$ cat config.mk
export PLATFORM = sky130hd
export DESIGN_NAME = joystick_serial_record_decoder
export DESIGN_NICKNAME = d
export VERILOG_FILES = /design/src/rtl/jsrd_pkg.sv /design/src/rtl/jsrd_decode.sv /design/src/rtl/jsrd_out_q.sv /design/src/rtl/joystick_serial_record_decoder.sv
export SDC_FILE = /design/constraint.sdc
export NUM_CORES = 1
export LEC_CHECK = 0
export ABC_AREA = 1
export BUFFER_PORTS_ARGS = -buffer_cell sky130_fd_sc_hd__buf_4
export CAP_MARGIN = 0
export CORE_UTILIZATION = 50
export DETAILED_ROUTE_END_ITERATION = 8
export GPL_TIMING_DRIVEN = 1
export PLACE_DENSITY = 0.68
export RECOVER_POWER = 100
export SYNTH_ARGS = -nofsm -noshare
export SYNTH_HDL_FRONTEND = slang
export SYNTH_SLANG_ARGS = --single-unit
$ cat constraint.sdc
create_clock -name clk_i -period 4.95 [get_ports clk_i]
set_input_delay 0.2475 -clock clk_i [delete_from_list [all_inputs] [get_ports clk_i]]
set_output_delay 0.2475 -clock clk_i [all_outputs]
set_load 0.1 [all_outputs]
$ cat src/rtl/jsrd_pkg.sv
// Shared types, constants and helpers of the joystick serial record decoder.
`default_nettype none

package jsrd_pkg;

  // Axis scale and the clamp limit, kept inside the 7-bit signed output range
  localparam int FULL_SCALE = 34;
  localparam int AXIS_LIM   = (FULL_SCALE > 63) ? 63 : FULL_SCALE;

  // Tick counter
  localparam int          CNT_W         = 24;
  localparam logic [23:0] CNT_MAX       = 24'hFF_FFFF;
  localparam logic [23:0] TIMEOUT_RESET = 24'd200;

  // Greeting characters dropped after reset
  localparam logic [1:0] GREETING_LEN = 2'd2;

  // Character bits
  localparam int HDR_MARK_BIT = 6;
  localparam int BLUE_BIT     = 4;
  localparam int RED_BIT      = 5;

  // Input command codes
  localparam logic CMD_BYTE = 1'b0;
  localparam logic CMD_TICK = 1'b1;

  // Report kinds
  localparam logic KIND_BUTTON = 1'b0;
  localparam logic KIND_AXIS   = 1'b1;

  // Output queue depth
  localparam int QDEPTH = 4;
  localparam int QPTR_W = $clog2(QDEPTH);
  localparam int QLVL_W = $clog2(QDEPTH + 1);

  // Held axes and buttons, carried by every report
  typedef struct packed {
    logic              red;
    logic              yellow;
    logic              blue;
    logic signed [6:0] y;
    logic signed [6:0] x;
  } rec_t;

  // Reports caused by one input item (zero, one or two, all with the same record)
  typedef struct packed {
    logic [1:0] num;
    logic       first_kind;
    rec_t       rec;
  } report_t;

  // One queued output transaction
  typedef struct packed {
    logic kind;
    logic last;
    rec_t rec;
  } out_t;

  // Clamp a 9-bit signed value to +/- AXIS_LIM
  function automatic logic signed [6:0] clamp_axis(input logic signed [8:0] v);
    logic signed [8:0] lim;
    lim = 9'(AXIS_LIM);
    if (v > lim) begin
      return lim[6:0];
    end else if (v < -lim) begin
      return 7'(-lim);
    end
    return v[6:0];
  endfunction

endpackage

`default_nettype wire

$ cat src/rtl/jsrd_decode.sv
// Record decoder: parser state, held values, tick counter and report generation.
`default_nettype none

module jsrd_decode (
  input  wire logic              clk_i,
  input  wire logic              rst_ni,
  input  wire logic              en_i,
  input  wire logic              cmd_i,
  input  wire logic [6:0]        byte_i,
  input  wire logic [23:0]       timeout_i,
  output jsrd_pkg::report_t      report_o
);

  typedef enum logic [1:0] {
    POS_SYNC,
    POS_X,
    POS_Y,
    POS_TAIL
  } pos_e;

  pos_e              pos_q, pos_d;
  logic [1:0]        greet_q, greet_d;
  logic [6:0]        hdr_q, hdr_d;
  logic [6:0]        xb_q, xb_d;
  jsrd_pkg::rec_t    rec_q, rec_d;
  logic [23:0]       cnt_q, cnt_d;

  logic [23:0]       cnt_inc;
  logic signed [7:0] raw_x, raw_y;
  logic signed [6:0] new_x, new_y;
  logic              is_hdr;

  // Raw axes: header bits fill the top of each 8-bit value (bit 6 is or-ed)
  assign raw_x   = {hdr_q[1], hdr_q[0] | xb_q[6], xb_q[5:0]};
  assign raw_y   = {hdr_q[3], hdr_q[2] | byte_i[6], byte_i[5:0]};
  assign new_x   = jsrd_pkg::clamp_axis(-{raw_x[7], raw_x});
  assign new_y   = jsrd_pkg::clamp_axis({raw_y[7], raw_y});
  assign is_hdr  = byte_i[jsrd_pkg::HDR_MARK_BIT];
  assign cnt_inc = (cnt_q == jsrd_pkg::CNT_MAX) ? cnt_q : cnt_q + 24'd1;

  // Next state and reports
  always_comb begin
    logic btn_chg;
    logic axis_chg;
    pos_d    = pos_q;
    greet_d  = greet_q;
    hdr_d    = hdr_q;
    xb_d     = xb_q;
    rec_d    = rec_q;
    cnt_d    = cnt_q;
    btn_chg  = 1'b0;
    axis_chg = 1'b0;
    report_o = '0;
    if (en_i) begin
      if (cmd_i == jsrd_pkg::CMD_TICK) begin
        cnt_d = cnt_inc;
        if (cnt_inc > timeout_i && (rec_q.x != 7'sd0 || rec_q.y != 7'sd0)) begin
          rec_d.x             = '0;
          rec_d.y             = '0;
          cnt_d               = '0;
          report_o.num        = 2'd1;
          report_o.first_kind = jsrd_pkg::KIND_AXIS;
        end
      end else if (greet_q != 2'd0) begin
        greet_d = greet_q - 2'd1;
      end else begin
        unique case (pos_q)
          POS_SYNC: begin
            if (is_hdr) begin
              hdr_d = byte_i;
              pos_d = POS_X;
            end
          end
          POS_X: begin
            xb_d  = byte_i;
            pos_d = POS_Y;
          end
          POS_Y: begin
            rec_d.x    = new_x;
            rec_d.y    = new_y;
            rec_d.blue = hdr_q[jsrd_pkg::BLUE_BIT];
            rec_d.red  = hdr_q[jsrd_pkg::RED_BIT];
            btn_chg    = (rec_d.blue != rec_q.blue) || (rec_d.red != rec_q.red);
            axis_chg   = (new_x != rec_q.x) || (new_y != rec_q.y);
            if (axis_chg) begin
              cnt_d = '0;
            end
            report_o.num        = {1'b0, btn_chg} + {1'b0, axis_chg};
            report_o.first_kind = btn_chg ? jsrd_pkg::KIND_BUTTON : jsrd_pkg::KIND_AXIS;
            pos_d               = POS_TAIL;
          end
          POS_TAIL: begin
            if (is_hdr) begin
              hdr_d = byte_i;
              pos_d = POS_X;
            end else begin
              rec_d.yellow = (byte_i != 7'd0);
              if (rec_d.yellow != rec_q.yellow) begin
                report_o.num        = 2'd1;
                report_o.first_kind = jsrd_pkg::KIND_BUTTON;
              end
              pos_d = POS_SYNC;
            end
          end
          default: pos_d = POS_SYNC;
        endcase
      end
    end
    report_o.rec = rec_d;
  end

  // State registers
  always_ff @(posedge clk_i or negedge rst_ni) begin
    if (!rst_ni) begin
      pos_q   <= POS_SYNC;
      greet_q <= jsrd_pkg::GREETING_LEN;
      hdr_q   <= '0;
      xb_q    <= '0;
      rec_q   <= '0;
      cnt_q   <= '0;
    end else begin
      pos_q   <= pos_d;
      greet_q <= greet_d;
      hdr_q   <= hdr_d;
      xb_q    <= xb_d;
      rec_q   <= rec_d;
      cnt_q   <= cnt_d;
    end
  end

endmodule

`default_nettype wire

$ cat src/rtl/jsrd_out_q.sv
// Output queue: takes up to two reports per cycle, hands out one per transaction.
`default_nettype none

module jsrd_out_q (
  input  wire logic                          clk_i,
  input  wire logic                          rst_ni,
  input  wire logic                          push_i,
  input  wire jsrd_pkg::report_t             report_i,
  input  wire logic                          pop_i,
  output jsrd_pkg::out_t                     head_o,
  output logic                               valid_o,
  output logic [jsrd_pkg::QLVL_W-1:0]        level_o
);

  localparam int QPTR_W = jsrd_pkg::QPTR_W;
  localparam int QLVL_W = jsrd_pkg::QLVL_W;

  jsrd_pkg::out_t                    mem_q [jsrd_pkg::QDEPTH];
  logic [jsrd_pkg::QPTR_W-1:0]       wr_q, wr_d, rd_q, rd_d;
  logic [jsrd_pkg::QLVL_W-1:0]       lvl_q, lvl_d;
  logic [1:0]                        n_push;
  logic                              do_pop;
  jsrd_pkg::out_t                    ent0, ent1;

  assign n_push = push_i ? report_i.num : 2'd0;
  assign do_pop = pop_i && (lvl_q != '0);

  // Entries for this cycle's reports
  always_comb begin
    ent0.kind = report_i.first_kind;
    ent0.last = (report_i.num == 2'd1);
    ent0.rec  = report_i.rec;
    ent1.kind = jsrd_pkg::KIND_AXIS;
    ent1.last = 1'b1;
    ent1.rec  = report_i.rec;
  end

  // Pointer and level update
  always_comb begin
    wr_d  = wr_q + QPTR_W'(n_push);
    rd_d  = do_pop ? rd_q + QPTR_W'(1) : rd_q;
    lvl_d = lvl_q + QLVL_W'(n_push) - QLVL_W'(do_pop);
  end

  // Storage
  always_ff @(posedge clk_i) begin
    if (n_push != 2'd0) begin
      mem_q[wr_q] <= ent0;
    end
    if (n_push == 2'd2) begin
      mem_q[wr_q + QPTR_W'(1)] <= ent1;
    end
  end

  // Control
  always_ff @(posedge clk_i or negedge rst_ni) begin
    if (!rst_ni) begin
      wr_q  <= '0;
      rd_q  <= '0;
      lvl_q <= '0;
    end else begin
      wr_q  <= wr_d;
      rd_q  <= rd_d;
      lvl_q <= lvl_d;
    end
  end

  assign head_o  = mem_q[rd_q];
  assign valid_o = (lvl_q != '0);
  assign level_o = lvl_q;

endmodule

`default_nettype wire

$ cat src/rtl/joystick_serial_record_decoder.sv
// Top level of the joystick serial record decoder: input register, decoder, output queue.
//
//  channel   dir  handshake                      payload
//  s_axis    in   s_axis_tvalid / s_axis_tready  tuser: command, tdata: rx_byte
//  m_axis    out  m_axis_tvalid / m_axis_tready  tuser: report_kind, tdata: axes, buttons
//  cfg       in   cfg_valid_i / cfg_ready_o      cfg_data_i: timeout_ticks
//
// One item per cycle enters the input register; the decoder handles it from there
// once the 4-entry output queue has room for two reports, so the input side
// runs at one item per cycle while the output side keeps up (one report per cycle).
// An item passes the input register, then the decoder; its reports are registered in the output queue.
// Reset (rst_ni, async low) clears the parser, held values, counter and queue;
// timeout_ticks resets to 200. Configuration is always ready.
`default_nettype none

module joystick_serial_record_decoder (
  input  wire logic        clk_i,
  input  wire logic        rst_ni,
  input  wire logic        s_axis_tvalid,
  output logic             s_axis_tready,
  input  wire logic [7:0]  s_axis_tdata,   // [6:0] rx_byte, [7] zero
  input  wire logic        s_axis_tuser,   // [0] command
  output logic             m_axis_tvalid,
  input  wire logic        m_axis_tready,
  output logic [23:0]      m_axis_tdata,   // [6:0] axis_x, [13:7] axis_y, [14] button_blue,
                                           // [15] button_yellow, [16] button_red, [23:17] zero
  output logic             m_axis_tuser,   // [0] report_kind
  output logic             m_axis_tlast,
  input  wire logic        cfg_valid_i,
  output logic             cfg_ready_o,
  input  wire logic [23:0] cfg_data_i
);

  logic                              in_valid_q;
  logic                              in_cmd_q;
  logic [6:0]                        in_byte_q;
  logic [23:0]                       timeout_q;
  logic                              proc;
  jsrd_pkg::report_t                 report;
  jsrd_pkg::out_t                    head;
  logic                              q_valid;
  logic [jsrd_pkg::QLVL_W-1:0]       q_level;

  // Process when the queue can take two reports
  assign proc          = in_valid_q && (q_level <= jsrd_pkg::QLVL_W'(jsrd_pkg::QDEPTH - 2));
  assign s_axis_tready = !in_valid_q || proc;
  assign cfg_ready_o   = 1'b1;

  // Input register and timeout register
  always_ff @(posedge clk_i or negedge rst_ni) begin
    if (!rst_ni) begin
      in_valid_q <= 1'b0;
      timeout_q  <= jsrd_pkg::TIMEOUT_RESET;
    end else begin
      if (s_axis_tready) begin
        in_valid_q <= s_axis_tvalid;
      end
      if (cfg_valid_i) begin
        timeout_q <= cfg_data_i;
      end
    end
  end

  always_ff @(posedge clk_i) begin
    if (s_axis_tvalid && s_axis_tready) begin
      in_cmd_q  <= s_axis_tuser;
      in_byte_q <= s_axis_tdata[6:0];
    end
  end

  jsrd_decode u_decode (
    .clk_i     (clk_i),
    .rst_ni    (rst_ni),
    .en_i      (proc),
    .cmd_i     (in_cmd_q),
    .byte_i    (in_byte_q),
    .timeout_i (timeout_q),
    .report_o  (report)
  );

  jsrd_out_q u_out_q (
    .clk_i    (clk_i),
    .rst_ni   (rst_ni),
    .push_i   (proc),
    .report_i (report),
    .pop_i    (m_axis_tready),
    .head_o   (head),
    .valid_o  (q_valid),
    .level_o  (q_level)
  );

  // Output transaction
  assign m_axis_tvalid = q_valid;
  assign m_axis_tuser  = head.kind;
  assign m_axis_tlast  = head.last;
  assign m_axis_tdata  = {7'd0, head.rec.red, head.rec.yellow, head.rec.blue,
                          head.rec.y, head.rec.x};

  // Checks
  a_level_bound: assert property (@(posedge clk_i) disable iff (!rst_ni)
    q_level <= jsrd_pkg::QLVL_W'(jsrd_pkg::QDEPTH))
    else $error("output queue level above depth");

  a_report_shows: assert property (@(posedge clk_i) disable iff (!rst_ni)
    (proc && report.num != 2'd0) |=> m_axis_tvalid)
    else $error("report produced but no output transaction offered");

  a_timeout_zero: assert property (@(posedge clk_i) disable iff (!rst_ni)
    (proc && in_cmd_q == jsrd_pkg::CMD_TICK && report.num != 2'd0)
      |-> (report.rec.x == 7'sd0 && report.rec.y == 7'sd0 && report.num == 2'd1))
    else $error("timeout report with non-zero axes");

  a_cfg_write: assert property (@(posedge clk_i) disable iff (!rst_ni)
    cfg_valid_i |=> timeout_q == $past(cfg_data_i))
    else $error("timeout register not written");

endmodule

`default_nettype wire

* After elaboration in Yosys (flattened, before gate mapping) *
Memory sizes are Yosys's and may differ from the RTL's.
Index checks and enable logic that the tools add are counted.

storage, ports and cells
  RAM bits = 76
  memories kept = 1
  word-level logic and storage cells = 115
  flip-flop bits (word level) = 98

operators by class
  add/sub/neg operators = 9
  reduce and logical (&&, ||, !) cells = 24
  order comparisons = 6
  equal/unequal tests = 13
  bitwise operators = 4
  muxes and demuxes = 41

memory list
  name           depth  width  read ports  clocked after memory_dff  write ports  line              text
  u_out_q.mem_q  4      19     1           0                         2            jsrd_out_q.sv:18  jsrd_pkg::out_t mem_q [jsrd_pkg::QDEPTH];

operators with widths
  kind                   number
  $mux 24                6
  $mux 7                 6
  $mux 17                2
  $mux 14                2
  $add 24x1->24 const B  1
  $eq 24x24->1 const B   1
  $gt 24x24->1           1
  $reduce_bool 7->1      3
  $mux 15                1
  $ne 7x7->1             2
  $mux 1                 13
  $mux 3                 4
  $reduce_and 4->1       3
  $mux 2                 5
  $gt 9x7->1 const B     1
  $lt 9x7->1 const B     1
  $neg 9->9              1
  $gt 8x7->1 const B     1
  $lt 8x7->1 const B     1
  $pmux 2 s4             1
  $reduce_bool 2->1      4
  $eq 2x2->1 const B     3
  $pmux 3 s2             1
  $reduce_and 5->1       1
  19 further kinds       32

* Depth between registers and ports, before layout *
Gate-level depths: netlist of run 1.

  word-level depth = 17
  depth in mapped cells = 29
  mapped depth without buffers = 28

* Modules after synthesis *
Synthesis of run 1 repeated with hierarchy kept, for this count alone.

unflattened totals
  cell total of the unflattened synthesis = 1279
  area, all modules = 10461.3 µm²

by module, submodules not included
  module                          area each (µm²)  instances  seq. area each (µm²)  cells an instance
  jsrd_decode                     4616.9           1          1452.6                657
  jsrd_out_q                      4506.8           1          2377.3                493
  joystick_serial_record_decoder  1337.5           1          869.6                 129

* Worst setup path after synthesis of run 1 *
OpenSTA, ideal clock, no wires.

  path type = reg-to-reg
  from = reg u_decode.cnt_q[0]
  to = mem u_out_q.mem_q[0][0] in the netlist's numbering, enable pin
  library setup time = 0.374 ns
  path buffers = 1
  arrival time = 3.771 ns
  cell stages (with the launch flop) = 27
  required time = 4.576 ns
  path slack = 0.806 ns
  period minus slack after synthesis = 4.144 ns
  path through = dfrtp_1 -> ha_1 -> nand2_1 -> inv_1 -> nand2_1 -> nor2_1 -> nand3_1 -> nand3_1 -> nor2_1 -> nand2_1 -> nor2_1 -> nand2_1 -> nor2_1 -> xor2_1 -> ha_1 -> a21oi_1 -> nor2_1 -> nor3b_1 -> nand4_1 -> nand3_1 -> nand2_1 -> nand3_2 -> inv_1 -> nor2_1 -> nand2_1 -> buf_2 -> nand2_1

RTL lines
  element                 line                text
  from (decl)             jsrd_decode.sv:26   logic [23:0] cnt_q, cnt_d;
  from (signal assigned)  jsrd_decode.sv:127  cnt_q <= cnt_d;
  to (decl)               jsrd_out_q.sv:18

==> flow_metrics.env, run 1 <==
export IMPL_syn_to_final_growth_pct=12.4
export IMPL_cp_top_family="simple AND/OR/NAND/NOR gates"
export IMPL_synth_area_mux_share=0.00330
export IMPL_layout_min_cycle_time_ps=4450
export IMPL_antenna_found_initial=0
export IMPL_hp_class="primary input to flip-flop"
export IMPL_synth_compound_area_share=0.120
export IMPL_setup_viol=0
export IMPL_final_setup_skew_ps=9.22
export IMPL_synth_most_common_cell="nand2_1"
export IMPL_fp_dieW_microns=140
export IMPL_clock_latency_ps=430
export IMPL_synthTopCellsByCount="nand2_1 (261), inv_1 (121), nor2_1 (103)"
export IMPL_instances_no_fill=1433
export IMPL_drv_cap=1
export IMPL_finalNetCount=1259
export IMPL_cp_slowest_stage_delay_ps=450
export IMPL_path_depth=25
export IMPL_num_io_pins=67
export IMPL_multi_input_area_sq_um=4080
export IMPL_maxSlewViolCount=46
export IMPL_synthAdderAreaFrac=0.0491
export IMPL_syn_inst=1133
export IMPL_violations="capacitance limit, slew limit"
export IMPL_cp_num_buf_inv=2
export IMPL_fin_crit_sh=0.898
export IMPL_cts_root_buffer="clkbuf_16"
export IMPL_grt_max_degree=48
export IMPL_grt_pass1_wl_microns=36600
export IMPL_port_buffers=57
export IMPL_rows=50
export IMPL_hold_viol=0
export IMPL_cts_tree="done"
export IMPL_vdd_ir_drop_worst_uv=429
export IMPL_grt_overflow=0
export IMPL_gr_usage_all_layers=0.236
export IMPL_crit_fanout=19
export IMPL_yosys_warnings=0
export IMPL_gp_congestion=0.873
export IMPL_fp_dieArea_sq_um=19500
export IMPL_die_h_microns=140
export IMPL_detail_route_first_pass_iterations=5
export IMPL_cts_buffer_depth=2
export IMPL_max_freq_mhz=225
export IMPL_viasPerCell=5.41
export IMPL_postCtsSetupRepairBufs=0
export IMPL_run_status="complete, but fails checks"
export IMPL_dp_hpwl_microns=14800
export IMPL_worstSetupPathType="flip-flop to flip-flop"
export IMPL_min_path_cells=3
export IMPL_synth_edf_count=76
export IMPL_cts_buffers_inserted=17
export IMPL_worstPathRequired_ps=5110
export IMPL_syn_area_per_cell_sq_um=8.37
export IMPL_routedWlPerCell_microns=15.1
export IMPL_route_detailed_drc=0
export IMPL_power_density_nw_per_um2=605
export IMPL_drt_iter0_drc=547
export IMPL_cp_slowest_cell="clkbuf_2"
export IMPL_routed_wl_microns=21700
export IMPL_yosysTopAreaCellShare=0.241
export IMPL_worstPathArrival_ps=4600
export IMPL_start_util=0.509
export IMPL_synthSimpleGateAreaFrac=0.224
export IMPL_finalWorstSetupSlack_ps=505
export IMPL_synth_xor_area_frac=0.0295
export IMPL_p_leak_uw=0.00484
export IMPL_worstRegToRegCells=25
export IMPL_pre_cts_slack_ps=440
export IMPL_dpl_cell_count=1392
export IMPL_vias=7759
export IMPL_core_area_sq_um=18600
export IMPL_synth_area_sq_um=9490
export IMPL_drive_gt1_frac=0.0926
export IMPL_grt_setup_unrepaired="false"
export IMPL_cts_max_level=4
export IMPL_antennaDiodeCount=0
export IMPL_async_reset_ff_frac=0.517
export IMPL_cpMostUsedCell="nand2_1"
export IMPL_clk_pin_slew_worst_paths_ps=70
export IMPL_grt_pass1_vias=7382
export IMPL_ys_types=40
export IMPL_yosysSeqAreaShare=0.495
export IMPL_setup_tns_ps=0
export IMPL_ant_nets=0
export IMPL_synth_ff_type="dfrtp_1"
export IMPL_end_kind="flip-flop"
export IMPL_fill_cells=1751
export IMPL_tightestPinTransition_ps=2480
export IMPL_slew_headroom=-0.650
export IMPL_ys_ff_latch=174
export IMPL_synth_area_leader_cell="edfxtp_1"
export IMPL_cts_sinks=174
export IMPL_worstSetupStartpointType="flip-flop"
export IMPL_synth_top_family_by_area="simple AND/OR/NAND/NOR gates"
export IMPL_yosys_top_cells_area="edfxtp_1 (24%), dfrtp_1 (23%), nand2_1 (10%)"
export IMPL_seq_area_sq_um=4700
## placed cells by master, fill, tap and decap left out, types with 34 or more instances in the layout
cell / count
a21oi_1: 87
buf_4: 38
dfrtp_1: 86
edfxtp_1: 76
ha_1: 34
inv_1: 121
nand2_1: 259
nand3_1: 51
nand4_1: 36
nor2_1: 105
o21ai_0: 88
## cell type report
type / instances / share of cell area
multi-input combinational: 784 / 0.382
sequential: 174 / 0.441
tap: 234 / 0.0275
inverter: 124 / 0.0437
clock buffer: 17 / 0.0399
clock inverter: 15 / 0.0126
timing repair buffer: 85 / 0.0533
## per-stage QoR
step	hold WS, ps	total power, uW	area [sq um]	utilization
2_1_floorplan	-48.1	4550	9510	-
3_3_place_gp	289	5240	10100	0.542
3_5_place_dp	294	5290	10100	0.542
4_1_cts	4.34	6600	10800	0.577
5_1_grt	25.3	6880	10700	0.572
6_report	12.0	6450	10700	0.572
## where the power goes
group | internal, uW | switching [uW] | leakage [uW]
Combinational | 690 | 2430 | 0.00265
Sequential | 1810 | 237 | 0.00192
Clock | 698 | 591 | 0.000265
Total | 3190 | 3260 | 0.00484
## cells by family after synthesis
family | count (synthesis)
fa+ha+maj | 37
xor+xnor | 32
buf+inv | 181
other cells | 2
flops | 174
simple gates | 491
mux | 3
compound gates | 213
## metal layers
layer,vias to the layer above,global-route usage,routed length [microns]
li1,3872,-,-
met1,3668,0.323,10200
met2,201,0.390,10300
met3,18,0.0365,958
met4,0,0.0671,248
met5,-,0,0
## worst paths after layout
path | start | to | slack [ps]
max | u_decode.cnt_q[0] | u_out_q.mem_q[1][5] | 500
max reg2reg | u_decode.cnt_q[0] | u_out_q.mem_q[1][5] | 500
min | s_axis_tvalid | in_valid_q | 10
max in group asynchronous | rst_ni | u_decode.rec_q[10] | 1620
min reg2reg | u_out_q.mem_q[1][18] | u_out_q.mem_q[1][18] | 460
min in group asynchronous | rst_ni | timeout_q[10] | 1120
## worst reg2reg max path, stage by stage (launching register included)
cell	delay (ps)
dfrtp_1	400
ha_1	230
nand2_1	90
inv_1	50
nand2_1	50
nor2_1	60
nand3_1	190
nand3_1	120
nor2_1	100
nand2_1	140
nor2_1	190
nand2_1	120
nor2_1	120
xor2_1	200
ha_1	270
a21oi_1	130
nor2_1	70
nor3b_2	190
nand4_1	150
nand3_1	110
nand2_1	110
nand3_2	190
nand2_2	150
nand2_1	130
clkbuf_2	450
a21oi_1	160
## what timing repair did
action | CTS | global route
endpoints found under the setup margin | 0 | 58
hold buffers | 9 | 0
endpoints found under the hold margin | 52 | 0
gates resized for setup | 0 | 4
## registers in the layout, summed over array words and instances, names as in the netlist
signal	flops
in_byte_q	7
in_cmd_q	1
in_valid_q	1
timeout_q	24
u_decode.cnt_q	24
u_decode.greet_q	2
u_decode.hdr_q	6
u_decode.pos_q	2
u_decode.rec_q	17
u_decode.xb_q	7
u_out_q.level_o	3
u_out_q.mem_q	76
u_out_q.rd_q	2
u_out_q.wr_q	2
(Power assumes the default switching activity.)
==> run 2: changes to the inputs <==
--- a/config.mk
+++ b/config.mk
@@ -11,7 +11,7 @@
 export CORE_UTILIZATION = 50
 export DETAILED_ROUTE_END_ITERATION = 8
 export GPL_TIMING_DRIVEN = 1
-export PLACE_DENSITY = 0.68
+export PLACE_DENSITY = 0.71
 export RECOVER_POWER = 100
 export SYNTH_ARGS = -nofsm -noshare
 export SYNTH_HDL_FRONTEND = slang
==> constraint.sdc (replaced) <==
create_clock -name clk_i -period 3.7 [get_ports clk_i]
set_input_delay 0.185 -clock clk_i [delete_from_list [all_inputs] [get_ports clk_i]]
set_output_delay 0.185 -clock clk_i [all_outputs]
set_load 0.1 [all_outputs]
==> flow_metrics.env, run 2 (same netlist as run 1, synthesis figures left out) <==
export IMPL_drv_cap=1
export IMPL_rows=50
export IMPL_worstPathArrival_ps=4180
export IMPL_dpl_cell_count=1477
export IMPL_ant_nets=0
export IMPL_die_h_microns=140
export IMPL_clock_latency_ps=440
export IMPL_antenna_found_initial=0
export IMPL_hold_viol=0
export IMPL_fin_crit_sh=1.05
export IMPL_hp_start="cfg_valid_i"
export IMPL_p_leak_uw=0.00588
export IMPL_hp_class="primary input to flip-flop"
export IMPL_r2r_end="u_out_q.mem_q[2][9]"
export IMPL_power_density_nw_per_um2=761
export IMPL_grt_pass1_wl_microns=39200
export IMPL_vias=8664
export IMPL_worstSetupPathType="flip-flop to flip-flop"
export IMPL_drive_gt1_frac=0.279
export IMPL_cp_slowest_cell="dfrtp_1"
export IMPL_cts_buffer_depth=2
export IMPL_antennaDiodeCount=0
export IMPL_tightestPinTransition_ps=1730
export IMPL_finalNetCount=1405
export IMPL_gp_congestion=0.868
export IMPL_final_setup_skew_ps=10.9
export IMPL_vdd_ir_drop_worst_uv=522
export IMPL_gr_usage_all_layers=0.253
export IMPL_worst_hold_slack_ps=140
export IMPL_fp_dieArea_sq_um=19500
export IMPL_dp_hpwl_microns=16100
export IMPL_violations="capacitance limit, slew limit, setup timing"
export IMPL_crit_end="u_out_q.mem_q[2][9]"
export IMPL_maxSlewViolCount=68
export IMPL_num_io_pins=67
export IMPL_grt_pass1_vias=8074
export IMPL_finalWorstSetupSlack_ps=-201
export IMPL_core_area_sq_um=18600
export IMPL_worstRegToRegCells=26
export IMPL_grt_max_degree=68
export IMPL_total_power_uw=9770
export IMPL_crit_fanout=12
export IMPL_cp_slowest_stage_delay_ps=400
export IMPL_slew_headroom=-0.151
export IMPL_routedWlPerCell_microns=16.7
export IMPL_r2r_start="u_decode.cnt_q[1]"
export IMPL_end_kind="flip-flop"
export IMPL_cts_max_level=4
export IMPL_grt_setup_unrepaired="true"
export IMPL_run_status="complete, but fails checks"
export IMPL_cpMostUsedCell="nand2_2"
export IMPL_cts_buffers_inserted=17
export IMPL_drt_iter0_drc=679
export IMPL_worstSetupStartpointType="flip-flop"
export IMPL_cts_tree="done"
export IMPL_grt_overflow=0
export IMPL_routed_wl_microns=26300
export IMPL_syn_to_final_growth_pct=35.3
export IMPL_setup_viol=146
export IMPL_finish_utilization=0.689
export IMPL_fp_dieW_microns=140
export IMPL_cts_sinks=174
export IMPL_crit_start="u_decode.cnt_q[1]"
export IMPL_final_cell_mix="nand2_1 (231), buf_4 (138), inv_1 (113)"
export IMPL_fill_cells=1374
export IMPL_r2r_setup_slack_ps=-200
export IMPL_start_util=0.509
export IMPL_largest_register="u_out_q.mem_q"
export IMPL_viasPerCell=5.49
export IMPL_max_freq_mhz=256
export IMPL_pre_cts_slack_ps=-390
export IMPL_instances_no_fill=1579
export IMPL_worstPathRequired_ps=3980
export IMPL_detail_route_first_pass_iterations=6
export IMPL_port_buffers=57
export IMPL_route_detailed_drc=0
export IMPL_layout_min_cycle_time_ps=3900
export IMPL_reg_top3="u_out_q.mem_q x76, timeout_q x24, u_decode.cnt_q x24"
export IMPL_final_common_cell="nand2_1"
export IMPL_cts_root_buffer="clkbuf_16"
export IMPL_largest_register_ffs=76
export IMPL_clk_pin_slew_worst_paths_ps=70
## run 2: cell count changes in the layout (fill, tap and decap cells not counted), moves of 16 or more
cell	before	now
buf_4	38	138
a21oi_1	87	49
a21oi_2	0	36
nand2_1	259	231
dlygate4sd3_1	9	34
clkbuf_1	23	3
nand2_2	4	20
## run 2: stage by stage
step | instance area (sq um) | TNS [ps]
6_report | 12800 | -14230
5_1_grt | 12800 | -44190
4_1_cts | 12100 | -813
3_5_place_dp | 10800 | -37950
3_3_place_gp | 10800 | -19730
2_1_floorplan | 9590 | 0
## run 2: area by class of cell
cell class / count / area (sq um) / area share
multi-input combinational: 788 / 4760 / 0.371
inverter: 124 / 468 / 0.0364
tap: 234 / 293 / 0.0228
timing repair buffer: 227 / 2050 / 0.160
clock inverter: 15 / 141 / 0.0110
clock buffer: 17 / 425 / 0.0331
sequential: 174 / 4700 / 0.366
## run 2: worst max-delay path, delay by kind of cell (launching register included)
family | cells | cell delay (ps)
AND/OR/NAND/NOR | 19 | 2040
adder cells (fa/ha/maj) | 2 | 510
buffers and inverters | 3 | 450
flip-flops | 1 | 400
AO/OA/AOI/OAI | 1 | 180
XOR/XNOR | 1 | 160
## run 2: worst min-delay path by stage
stage	to	slack (ps)	depth (start not counted)
2_1_floorplan	in_valid_q	-110	0
5_1_grt	u_out_q.rd_q[0]	200	4
3_5_place_dp	timeout_q[8]	350	1
3_3_place_gp	timeout_q[11]	350	1
6_report	timeout_q[6]	140	3
4_1_cts	timeout_q[6]	140	3
## run 2: timing repair
action	in CTS	in global routing
resized for setup	68	105
hold buffers	34	0
hold endpoints to repair	99	0
setup buffers	8	16
pin swaps	11	41
setup endpoints to repair	153	155
gates cloned	1	11
## run 2: per-layer routing
metal / vias up / wire length (microns) / track usage
li1: 4170 / - / -
met2: 329 / 12800 / 0.415
met1: 4105 / 11300 / 0.344
met5: - / 0 / 0
met3: 60 / 1580 / 0.0396
met4: 0 / 626 / 0.0787
## run 2: report_power, final
group / total, uW / leakage (uW) / internal (uW) / switching (uW)
combinational: 5300 / 0.00369 / 1590 / 3710
clock: 1760 / 0.000271 / 892 / 871
sequential: 2710 / 0.00192 / 2420 / 291
==> run 3: changes to the inputs <==
--- a/config.mk
+++ b/config.mk
@@ -8,6 +8,7 @@
 export ABC_AREA = 1
 export BUFFER_PORTS_ARGS = -buffer_cell sky130_fd_sc_hd__buf_4
 export CAP_MARGIN = 0
+export CORE_MARGIN = 2
 export CORE_UTILIZATION = 50
 export DETAILED_ROUTE_END_ITERATION = 8
 export GPL_TIMING_DRIVEN = 1
==> flow_metrics.env, run 3 (same netlist as run 1, synthesis figures left out) <==
export IMPL_run_status="complete, but fails checks"
export IMPL_violations="capacitance limit, slew limit, setup timing"
export IMPL_layout_min_cycle_time_ps=4070
export IMPL_grt_max_degree=79
export IMPL_cp_slowest_cell="dfrtp_1"
export IMPL_die_h_microns=142
export IMPL_syn_to_final_growth_pct=34.0
export IMPL_power_density_nw_per_um2=759
export IMPL_final_setup_skew_ps=13.4
export IMPL_routedWlPerCell_microns=16.5
export IMPL_finalNetCount=1400
export IMPL_rows=50
export IMPL_vdd_ir_drop_worst_uv=484
export IMPL_cp_top_family="simple AND/OR/NAND/NOR gates"
export IMPL_worstPathRequired_ps=3980
export IMPL_viasPerCell=5.50
export IMPL_maxSlewViolCount=79
export IMPL_pre_cts_slack_ps=-325
export IMPL_cts_root_buffer="clkbuf_16"
export IMPL_r2r_setup_slack_ps=-370
export IMPL_fp_dieArea_sq_um=20100
export IMPL_cp_num_buf_inv=5
export IMPL_dp_hpwl_microns=15900
export IMPL_num_io_pins=67
export IMPL_hp_class="primary input to flip-flop"
export IMPL_cts_buffers_inserted=17
export IMPL_tightestPinTransition_ps=2010
export IMPL_vias=8652
export IMPL_setup_viol=153
export IMPL_grt_overflow=0
export IMPL_final_common_cell="nand2_1"
export IMPL_clk_pin_slew_worst_paths_ps=80
export IMPL_grt_pass1_vias=8042
export IMPL_fp_dieW_microns=142
export IMPL_final_cell_mix="nand2_1 (228), buf_4 (111), inv_1 (106)"
export IMPL_largest_register="u_out_q.mem_q"
export IMPL_end_kind="flip-flop"
export IMPL_p_leak_uw=0.00579
export IMPL_slew_headroom=-0.339
export IMPL_antenna_found_initial=0
export IMPL_hold_viol=0
export IMPL_place_area_sq_um=10900
export IMPL_cp_slowest_stage_delay_ps=380
export IMPL_grt_pass1_wl_microns=39500
export IMPL_drv_cap=1
export IMPL_ant_nets=0
export IMPL_cts_sinks=174
export IMPL_drt_iter0_drc=657
export IMPL_clock_latency_ps=440
export IMPL_route_detailed_drc=0
export IMPL_reg_top3="u_out_q.mem_q x76, timeout_q x24, u_decode.cnt_q x24"
export IMPL_cpMostUsedCell="nand2_1"
export IMPL_max_freq_mhz=246
export IMPL_grt_setup_unrepaired="true"
export IMPL_dpl_cell_count=1481
export IMPL_worstSetupStartpointType="flip-flop"
export IMPL_drive_gt1_frac=0.261
export IMPL_port_buffers=57
export IMPL_routed_wl_microns=26000
export IMPL_cts_buffer_depth=2
export IMPL_gr_usage_all_layers=0.248
export IMPL_final_cell_area_sq_um=12700
export IMPL_gp_congestion=0.924
export IMPL_cts_max_level=4
export IMPL_worstPathArrival_ps=4350
export IMPL_crit_fanout=10
export IMPL_worstSetupPathType="flip-flop to flip-flop"
export IMPL_core_area_sq_um=18600
export IMPL_start_util=0.509
export IMPL_largest_register_ffs=76
export IMPL_detail_route_first_pass_iterations=5
export IMPL_instances_no_fill=1574
export IMPL_fin_crit_sh=1.10
export IMPL_cts_tree="done"
export IMPL_antennaDiodeCount=0
export IMPL_finalWorstSetupSlack_ps=-371
run 3: cell types whose count changed in the layout (fill, tap and decap cells not counted), moves of 5 or more:
cell | previous run | this run
clkbuf_1 | 3 | 22
inv_1 | 113 | 106
a21oi_1 | 49 | 56
inv_2 | 10 | 17
a21oi_2 | 36 | 31
buf_6 | 15 | 22
buf_4 | 138 | 111
run 3: cell type report:
| class | instances | area, sq um |
|---|---|---|
| fillers | 1412 | 5930 |
| clock buffers | 17 | 425 |
| inverters | 124 | 468 |
| clock inverters | 15 | 176 |
| well taps | 234 | 293 |
| repair buffers | 226 | 1980 |
| flip-flops and latches | 174 | 4700 |
| multi-input cells | 784 | 4670 |
run 3: worst register-to-register path: stages (launching register included):
cell and delay, ps:
dfrtp_1 380, ha_2 200, nand2_2 70, inv_2 80, nand2_2 70, nor2_4 150
buf_6 120, nand3_4 60, nor2_2 120, nand2_1 80, nor3_2 270, nand3_1 140
xor2_1 220, ha_1 270, nand2_1 90, nor2_2 50, nand2_1 80, inv_2 60
nand3_2 80, nand4_1 130, nand3_2 140, nand2_4 70, nand3_4 140, inv_4 50
nor2_4 250, nand2_4 170, buf_12 220, a21oi_1 170
run 3: power breakdown:
part | leakage (uW) | switching (uW) | internal (uW)
logic | 0.00357 | 3670 | 1440
registers | 0.00192 | 308 | 2420
clock network | 0.000295 | 902 | 918
run 3: path summary, 6_finish.rpt:
path	startpoint	end	depth (start not counted)
min in group asynchronous	rst_ni	timeout_q[8]	2
setup reg to reg	u_decode.cnt_q[1]	u_out_q.mem_q[2][15]	27
hold / removal	cfg_valid_i	timeout_q[7]	3
setup / recovery	u_decode.cnt_q[1]	u_out_q.mem_q[2][15]	27
hold reg to reg	u_decode.greet_q[0]	u_decode.greet_q[0]	1
max in group asynchronous	rst_ni	u_decode.rec_q[10]	3
run 3: repair_timing:
action | 4_1_cts | 5_1_grt
hold buffers | 34 | 0
gates cloned | 1 | 7
gates resized for setup | 71 | 110
pin swaps | 25 | 27
endpoints found under the setup margin | 154 | 182
buffers inserted | 11 | 8
endpoints found under the hold margin | 106 | 0
run 3: through the flow:
step,total power [uW],TNS (ps),utilization,hold slack [ps]
2_1_floorplan,6110,0,-,-111
3_3_place_gp,7370,-18960,0.583,363
3_5_place_dp,7450,-35630,0.583,364
4_1_cts,9450,-509,0.654,136
5_1_grt,10200,-73060,0.682,191
6_report,9650,-41220,0.682,139
run 3: routing by layer:
layer	vias to the layer above	routed length, microns	GRT usage
met4	0	378	0.0579
met5	-	0	0
li1	4151	-	-
met3	34	1760	0.0459
met1	4101	10900	0.349
met2	366	12900	0.401
